`config.mk`:
```
export PLATFORM = sky130hd
export DESIGN_NAME = double_ended_queue_core
export DESIGN_NICKNAME = d
export VERILOG_FILES = /design/src/hw/rtl/deq_pkg.sv /design/src/hw/rtl/deq_ram.sv /design/src/hw/rtl/deq_slot_unit.sv /design/src/hw/rtl/double_ended_queue_core.sv
export SDC_FILE = /design/constraint.sdc
export NUM_CORES = 2
export LEC_CHECK = 0
export BUFFER_PORTS_ARGS = -buffer_cell sky130_fd_sc_hd__buf_2
export CORE_UTILIZATION = 45
export CTS_CLUSTER_SIZE = 28
export DETAILED_ROUTE_END_ITERATION = 6
export GPL_ROUTABILITY_DRIVEN = 0
export GPL_TIMING_DRIVEN = 1
export PLACE_DENSITY = 0.66
export SYNTH_ARGS = -nofsm -noshare
export SYNTH_HDL_FRONTEND = slang
export SYNTH_HIERARCHICAL = 1
export SYNTH_SLANG_ARGS = --single-unit
```
`constraint.sdc`:
```
create_clock -name clk -period 8.2 [get_ports clk]
set_input_delay 1.64 -clock clk [delete_from_list [all_inputs] [get_ports clk]]
set_output_delay 1.64 -clock clk [all_outputs]
set_load 0.02 [all_outputs]
```
`src/hw/rtl/deq_pkg.sv`:
```
`timescale 1ns / 1ps

package deq_pkg;

  // Fixed port widths
  localparam int IN_WORD_W = 32;
  localparam int POS_W     = 6;
  localparam int CNT_OUT_W = 7;
  localparam int REQ_W     = 2;
  localparam int STAT_W    = 3;

  typedef logic [REQ_W-1:0]  req_t;
  typedef logic [STAT_W-1:0] status_t;

  // Request codes
  localparam req_t REQ_PUSH   = 2'd0;
  localparam req_t REQ_POP    = 2'd1;
  localparam req_t REQ_READ   = 2'd2;
  localparam req_t REQ_REMOVE = 2'd3;

  // Status codes
  localparam status_t ST_OK       = 3'd0;
  localparam status_t ST_EMPTY    = 3'd1;
  localparam status_t ST_FULL     = 3'd2;
  localparam status_t ST_RANGE    = 3'd3;
  localparam status_t ST_NOTFOUND = 3'd4;

endpackage

```
`src/hw/rtl/deq_ram.sv`:
```
`timescale 1ns / 1ps

module deq_ram #(
  parameter int WIDTH = 32,
  parameter int DEPTH = 64
) (
  input  logic                     clk,
  input  logic                     wr_en,
  input  logic [$clog2(DEPTH)-1:0] wr_addr,
  input  logic [WIDTH-1:0]         wr_data,
  input  logic                     rd_en,
  input  logic [$clog2(DEPTH)-1:0] rd_addr,
  output logic [WIDTH-1:0]         rd_data
);

  logic [WIDTH-1:0] mem [DEPTH];
  logic [WIDTH-1:0] rd_data_r;

  always_ff @(posedge clk) begin
    if (wr_en) begin
      mem[wr_addr] <= wr_data;
    end
    if (rd_en) begin
      rd_data_r <= mem[rd_addr];
    end
  end

  assign rd_data = rd_data_r;

endmodule

```
`src/hw/rtl/deq_slot_unit.sv`:
```
`timescale 1ns / 1ps

// Ring slot adder: (base + offset) mod DEPTH, both inputs below DEPTH.
module deq_slot_unit #(
  parameter int DEPTH = 64
) (
  input  logic [$clog2(DEPTH)-1:0] base,
  input  logic [$clog2(DEPTH)-1:0] offset,
  output logic [$clog2(DEPTH)-1:0] slot
);

  localparam int AW = $clog2(DEPTH);
  localparam logic [AW:0] DEPTH_V = (AW+1)'(DEPTH);

  logic [AW:0] sum;

  always_comb begin
    sum = {1'b0, base} + {1'b0, offset};
    if (sum >= DEPTH_V) begin
      sum = sum - DEPTH_V;
    end
    slot = sum[AW-1:0];
  end

endmodule

```
`src/hw/rtl/double_ended_queue_core.sv`:
```
`timescale 1ns / 1ps

// Bounded double-ended queue of DEPTH words held in a ring of one RAM
// (one write port, one registered read port). Each input item is one
// request: push at either end, pop from either end, read at a position
// counted from the head, or remove the first word equal to in_value,
// searched from the chosen end, with the entries behind it moved up to
// close the gap. Every item yields exactly one result: data, status and
// the entry count after the request. A push and any failing request
// (full, empty, out of range, remove on empty) finish in the accept
// cycle; pop and read pass through S_FETCH and S_DONE because of the
// RAM's registered read; a remove passes through S_SCAN and S_CMP for
// each entry compared and, on a match, through S_SHRD and S_SHWR for
// each entry moved, since each of these steps makes at most one RAM
// access through the single shared slot adder. The block takes a
// new item only when the sequencer is idle and the result register is
// free or being emptied. The RAM is not cleared: only held entries are
// ever read.
module double_ended_queue_core #(
  parameter int DEPTH     = 64,
  parameter int WORD_BITS = 32
) (
  input  logic                                clk,
  input  logic                                rst_n,
  // request channel
  input  logic                                in_valid,
  output logic                                in_stall,
  input  logic [deq_pkg::REQ_W-1:0]           in_req_type,
  input  logic                                in_from_tail,
  input  logic signed [deq_pkg::IN_WORD_W-1:0] in_value,
  input  logic [deq_pkg::POS_W-1:0]           in_position,
  // result channel
  output logic                                out_valid,
  input  logic                                out_stall,
  output logic signed [deq_pkg::IN_WORD_W-1:0] out_read_value,
  output logic [deq_pkg::STAT_W-1:0]          out_status,
  output logic [deq_pkg::CNT_OUT_W-1:0]       out_count
);

  import deq_pkg::*;

  localparam int AW = $clog2(DEPTH);
  localparam int CW = $clog2(DEPTH + 1);
  localparam int PW = (CW > POS_W) ? CW : POS_W;
  localparam logic [CW-1:0] FULL_CNT = CW'(DEPTH);
  localparam logic [AW-1:0] LAST_OFF = AW'(DEPTH - 1);

  // Sequencer states
  typedef enum logic [6:0] {
    S_IDLE  = 7'b0000001,  // take a request
    S_FETCH = 7'b0000010,  // pop/read data back from RAM
    S_SCAN  = 7'b0000100,  // remove: read next candidate
    S_CMP   = 7'b0001000,  // remove: compare candidate
    S_SHRD  = 7'b0010000,  // compaction: read entry k+1
    S_SHWR  = 7'b0100000,  // compaction: write it to entry k
    S_DONE  = 7'b1000000   // result waits for the output register
  } state_t;

  state_t                 state_r, state_nxt;
  logic [AW-1:0]          head_r, head_nxt;
  logic [CW-1:0]          cnt_r, cnt_nxt;
  logic                   tail_r, tail_nxt;
  logic [WORD_BITS-1:0]   word_r, word_nxt;
  logic [CW-1:0]          k_r, k_nxt;
  logic [WORD_BITS-1:0]   data_r, data_nxt;
  status_t                stat_r, stat_nxt;

  logic                   out_valid_r, out_valid_nxt;
  logic [IN_WORD_W-1:0]   out_data_r, out_data_nxt;
  status_t                out_stat_r, out_stat_nxt;
  logic [CNT_OUT_W-1:0]   out_cnt_r, out_cnt_nxt;

  // shared slot adder
  logic [AW-1:0]          off;
  logic [AW-1:0]          slot;

  // RAM ports
  logic                   ram_we, ram_re;
  logic [AW-1:0]          ram_waddr, ram_raddr;
  logic [WORD_BITS-1:0]   ram_wdata, ram_rdata;

  logic                   out_free;
  logic                   in_acc;
  logic [WORD_BITS-1:0]   in_word;
  logic [CW-1:0]          scan_idx;
  logic                   range_bad;

  deq_slot_unit #(.DEPTH(DEPTH)) u_slot (
    .base   (head_r),
    .offset (off),
    .slot   (slot)
  );

  deq_ram #(.WIDTH(WORD_BITS), .DEPTH(DEPTH)) u_ram (
    .clk     (clk),
    .wr_en   (ram_we),
    .wr_addr (ram_waddr),
    .wr_data (ram_wdata),
    .rd_en   (ram_re),
    .rd_addr (ram_raddr),
    .rd_data (ram_rdata)
  );

  // result register free now or emptied at this edge
  assign out_free = !out_valid_r || !out_stall;
  assign in_stall = (state_r != S_IDLE) || !out_free;
  assign in_acc   = in_valid && !in_stall;

  // pushed / matched word cut to the store width
  assign in_word   = WORD_BITS'($unsigned(in_value));
  assign range_bad = PW'(in_position) >= PW'(cnt_r);
  // logical entry under test, counted from the chosen end
  assign scan_idx  = tail_r ? (cnt_r - CW'(1) - k_r) : k_r;

  always_comb begin
    state_nxt     = state_r;
    head_nxt      = head_r;
    cnt_nxt       = cnt_r;
    tail_nxt      = tail_r;
    word_nxt      = word_r;
    k_nxt         = k_r;
    data_nxt      = data_r;
    stat_nxt      = stat_r;
    out_valid_nxt = out_valid_r && out_stall;
    out_data_nxt  = out_data_r;
    out_stat_nxt  = out_stat_r;
    out_cnt_nxt   = out_cnt_r;
    off           = '0;
    ram_we        = 1'b0;
    ram_waddr     = slot;
    ram_wdata     = ram_rdata;
    ram_re        = 1'b0;
    ram_raddr     = slot;

    unique case (state_r)
      S_IDLE: begin
        if (in_acc) begin
          // default: immediate result, data zero
          out_valid_nxt = 1'b1;
          out_data_nxt  = '0;
          out_stat_nxt  = ST_OK;
          unique case (in_req_type)
            REQ_PUSH: begin
              if (cnt_r == FULL_CNT) begin
                out_stat_nxt = ST_FULL;
              end else begin
                off       = in_from_tail ? cnt_r[AW-1:0] : LAST_OFF;
                ram_we    = 1'b1;
                ram_wdata = in_word;
                if (!in_from_tail) begin
                  head_nxt = slot;
                end
                cnt_nxt = cnt_r + CW'(1);
              end
              out_cnt_nxt = CNT_OUT_W'(cnt_nxt);
            end
            REQ_POP: begin
              if (cnt_r == '0) begin
                out_stat_nxt = ST_EMPTY;
                out_cnt_nxt  = CNT_OUT_W'(cnt_r);
              end else begin
                out_valid_nxt = out_valid_r && out_stall;
                ram_re        = 1'b1;
                if (in_from_tail) begin
                  off       = AW'(cnt_r - CW'(1));
                  ram_raddr = slot;
                end else begin
                  off       = AW'(1);
                  ram_raddr = head_r;
                  head_nxt  = slot;
                end
                cnt_nxt   = cnt_r - CW'(1);
                state_nxt = S_FETCH;
              end
            end
            REQ_READ: begin
              out_cnt_nxt = CNT_OUT_W'(cnt_r);
              if (range_bad) begin
                out_stat_nxt = ST_RANGE;
              end else begin
                out_valid_nxt = out_valid_r && out_stall;
                off           = AW'(in_position);
                ram_re        = 1'b1;
                state_nxt     = S_FETCH;
              end
            end
            REQ_REMOVE: begin
              out_cnt_nxt = CNT_OUT_W'(cnt_r);
              if (cnt_r == '0) begin
                out_stat_nxt = ST_NOTFOUND;
              end else begin
                out_valid_nxt = out_valid_r && out_stall;
                word_nxt      = in_word;
                tail_nxt      = in_from_tail;
                k_nxt         = '0;
                state_nxt     = S_SCAN;
              end
            end
            default: ;
          endcase
        end
      end

      S_FETCH: begin
        data_nxt  = ram_rdata;
        stat_nxt  = ST_OK;
        state_nxt = S_DONE;
      end

      S_SCAN: begin
        off       = scan_idx[AW-1:0];
        ram_re    = 1'b1;
        state_nxt = S_CMP;
      end

      S_CMP: begin
        if (ram_rdata == word_r) begin
          data_nxt  = ram_rdata;
          k_nxt     = scan_idx;
          state_nxt = S_SHRD;
        end else if (k_r + CW'(1) == cnt_r) begin
          data_nxt  = '0;
          stat_nxt  = ST_NOTFOUND;
          state_nxt = S_DONE;
        end else begin
          k_nxt     = k_r + CW'(1);
          state_nxt = S_SCAN;
        end
      end

      S_SHRD: begin
        if (k_r + CW'(1) >= cnt_r) begin
          cnt_nxt   = cnt_r - CW'(1);
          stat_nxt  = ST_OK;
          state_nxt = S_DONE;
        end else begin
          off       = AW'(k_r + CW'(1));
          ram_re    = 1'b1;
          state_nxt = S_SHWR;
        end
      end

      S_SHWR: begin
        off       = k_r[AW-1:0];
        ram_we    = 1'b1;
        ram_wdata = ram_rdata;
        k_nxt     = k_r + CW'(1);
        state_nxt = S_SHRD;
      end

      S_DONE: begin
        if (out_free) begin
          out_valid_nxt = 1'b1;
          out_data_nxt  = IN_WORD_W'(data_r);
          out_stat_nxt  = stat_r;
          out_cnt_nxt   = CNT_OUT_W'(cnt_r);
          state_nxt     = S_IDLE;
        end
      end

      default: state_nxt = S_IDLE;
    endcase
  end

  always_ff @(posedge clk) begin
    if (!rst_n) begin
      state_r     <= S_IDLE;
      head_r      <= '0;
      cnt_r       <= '0;
      out_valid_r <= 1'b0;
    end else begin
      state_r     <= state_nxt;
      head_r      <= head_nxt;
      cnt_r       <= cnt_nxt;
      out_valid_r <= out_valid_nxt;
    end
  end

  // payload, no reset
  always_ff @(posedge clk) begin
    tail_r     <= tail_nxt;
    word_r     <= word_nxt;
    k_r        <= k_nxt;
    data_r     <= data_nxt;
    stat_r     <= stat_nxt;
    out_data_r <= out_data_nxt;
    out_stat_r <= out_stat_nxt;
    out_cnt_r  <= out_cnt_nxt;
  end

  assign out_valid      = out_valid_r;
  assign out_read_value = out_data_r;
  assign out_status     = out_stat_r;
  assign out_count      = out_cnt_r;

endmodule

```
==> impl_metrics.toml <==
[synth]
avgSynthCellArea_um2 = 20.9
yosysSeqAreaShare_pct = 76.3
ys_warn_count = 6
post_synth_main_area_contributors = "edfxtp_1, mux4_2, mux2i_1"
synth_cells = 4163
netlist_area_um2 = 86900
ys.flop_type = "edfxtp_1"
synth_cell_type_count = 80
syn_nets = 4240
synth-seq-cells = 2216
synth_top_area_cell = "edfxtp_1"
synth_top_area_share_pct = 75.9
synth_edf_count = 2195
async_flop_share_pct = 0

[timing]
tns_ns = 0
hold_violations = 0
rsz0062_at_grt = "false"
fmax_ghz = 0.135
drv_slew = 0
worst_pin_slew_ns = 1.35
period_share_pct = 90.6
slew_headroom_pct = 9.71
fin_ws_ns = 0.774
skew_ns = 0.0541
hold_ws_ns = 0.505
fin_crit_ns = 7.43
setup_viol = 0

[setup_path]
r2r_start = "k_r[0]$_DFFE_PP_"
worstSetupStartpoint = "k_r[0]$_DFFE_PP_"
crit_type = "reg2reg"
worstPathRequired_ns = 8.91
crit_arrival_ns = 8.14
endpoint_kind = "register"
cp_max_fo = 75
startpoint_type = "register"

[power_and_ir_drop]
cellLeakagePower_uw = 0.0298
p_per_area_nw_per_um2 = 259
peakVddDrop_mv = 0.200

[routing]
wirelength_um = 224000
num_vias = 44200
drcViolationCount = 0
postRouteAntennaNets = 0
initialDrtViolationCount = 5958
wl_per_cell_um = 31.4
viasPerCell = 6.20
drt-pass1-iter-count = 6

[finish]
syn_to_final_growth_pct = 12.9
finish.utilization_pct = 51.4
final_area_um2 = 98100
final_nets = 4515
drive_above_1_share_pct = 25.2

[floorplan]
die_w_um = 441
dieHeight_um = 441
start_util_pct = 45.5
die-area_um2 = 195000
boundaryPins = 89
core.rowCount = 160
coreArea_um2 = 191000

[clock_tree]
cts_tree = "yes"
path_clk_slew_ns = 0.07
clk_path_buf_depth = 3
cts_setup_buffers = 0
cts.sinks = 2216
h-tree-depth = 4
root_buffer = "clkbuf_16"
clk_latency_ns = 0.87
cts_resized = 0
ctsHoldBuffers = 0
cts_buffers = 215

[placed_design]
dp_worst_setup_slack_ns = 0.481
numPortBuffers = 88
place_area_um2 = 91400
dp_hpwl_um = 136000

[global_routing]
grt_overflow_total = 0
grt_pass1_wl_um = 319000
grt_usage_pct = 23.0
grt_max_degree = 76
antenna_found_initial = 14
grt_pass1_vias = 43100

[worst_hold_path]
hold_class = "reg2reg"
min_from = "data_r[9]$_DFFE_PP_"

[run_status]
outcome = "finished clean"

[flow_run]
drv_cap = 0
-- cell usage in the layout, fill, tap and decap left out, drive strengths merged, types with 14 or more instances in the layout --
cell type  netlist  routed
mux2i          200     200
clkinv           0     107
mux4           446     446
a22oi          131     131
a211oi          24      24
nand2           60      60
o211ai          16      16
o221ai          18      18
inv             24      30
o21ai           54      54
clkbuf          88     254
nand3           66      66
a21oi           57      57
and2            38      38
ha              30      30
xnor2           55      55
dfxtp           21      21
nor2           130     130
buf            138     284
nor2b           52      52
nand4           14      14
mux2            39      39
a31oi           26      26
bufinv           0      14
nor3            24      24
edfxtp        2195    2195
o22ai           46      46
-- path summary, 6_finish.rpt --
kind	cells past startpoint	endpoint	slack [ns]
max	19	u_ram/rd_data[30]$_DFFE_PP_	0.77
min	1	out_read_value[9]$_SDFFCE_PN0P_	0.51
max reg2reg	19	u_ram/rd_data[30]$_DFFE_PP_	0.77
min reg2reg	1	out_read_value[9]$_SDFFCE_PN0P_	0.51
-- worst max-delay path, cell delays in order (launching register included) --
cell and delay (ns):
edfxtp_1 0.53, ha_1 0.25, nand3_1 0.15, xnor2_1 0.24
inv_1 0.12, ha_1 0.30, a211oi_1 0.24, nor2_1 0.13
or4_1 0.56, o2111ai_1 0.30, ha_1 0.28, fa_1 0.23
xor2_1 0.62, mux2_8 0.83, buf_4 0.35, buf_4 0.27
mux4_2 0.28, o221ai_1 0.12, o21ai_0 1.04, and3_1 0.34
-- metrics by stage --
step	total power [uW]	instances
after detailed placement	16200	6732
after floorplan	15100	4163
final	25400	7129
after global routing	26100	7126
after CTS	25600	7125
after global placement	16100	6732
-- kinds of logic (layout without fill, tap and decap cells) --
family                   count (synthesis)  count (layout)  synth area share [%]
XOR/XNOR                                59              59                 0.595
other                                    0               4                     0
AND/OR/NAND/NOR                        462             462                  2.80
multiplexers                           685             685                  14.4
AO/OA/AOI/OAI                          459             459                  3.72
adder cells (fa/ha/maj)                 32              32                 0.478
buffers and inverters                  250             701                  1.70
flip-flops                            2216            2216                  76.3
-- synthesized netlist by cell type, drive strengths merged, types with 14 or more instances --
cell and n:
edfxtp 2195, mux4 446, mux2i 200, buf 138
a22oi 131, nor2 130, clkbuf 88, nand3 66
nand2 60, a21oi 57, xnor2 55, o21ai 54
nor2b 52, o22ai 46, mux2 39, and2 38
ha 30, a31oi 26, a211oi 24, inv 24
nor3 24, dfxtp 21, o221ai 18, o211ai 16
nand4 14
-- registers in the layout, indices dropped and copies added, names as in the netlist, 7 cells and up --
name and cells:
u_ram/rd_data 32, out_read_value 32, u_ram/mem 2048, cnt_r 7, data_r 32, word_r 32, out_count 7, state_r 7
k_r 7
-- layer usage --
metal	GRT usage, %	share of wire (%)	wire [um]
met1	33.0	40	89500
met2	35.7	47	105000
met3	4.44	10	22400
met4	7.15	3.0	6670
met5	0	0.039	88
-- layout make-up --
type | count | area [um^2]
Multi-Input combinational cell | 1697 | 19700
Tap cell | 2511 | 3140
Antenna cell | 4 | 10.0
Timing Repair Buffer | 284 | 2100
Clock buffer | 254 | 5570
Fill cell | 14800 | 92800
Clock inverter | 139 | 1210
Inverter | 24 | 90.1
Sequential cell | 2216 | 66300
-- report_power, final --
group	switching (uW)	internal, uW
Combinational	1980	1080
Clock	4210	5300
Sequential	66.9	12800
No activity file was read; power rests on OpenSTA's default activity.
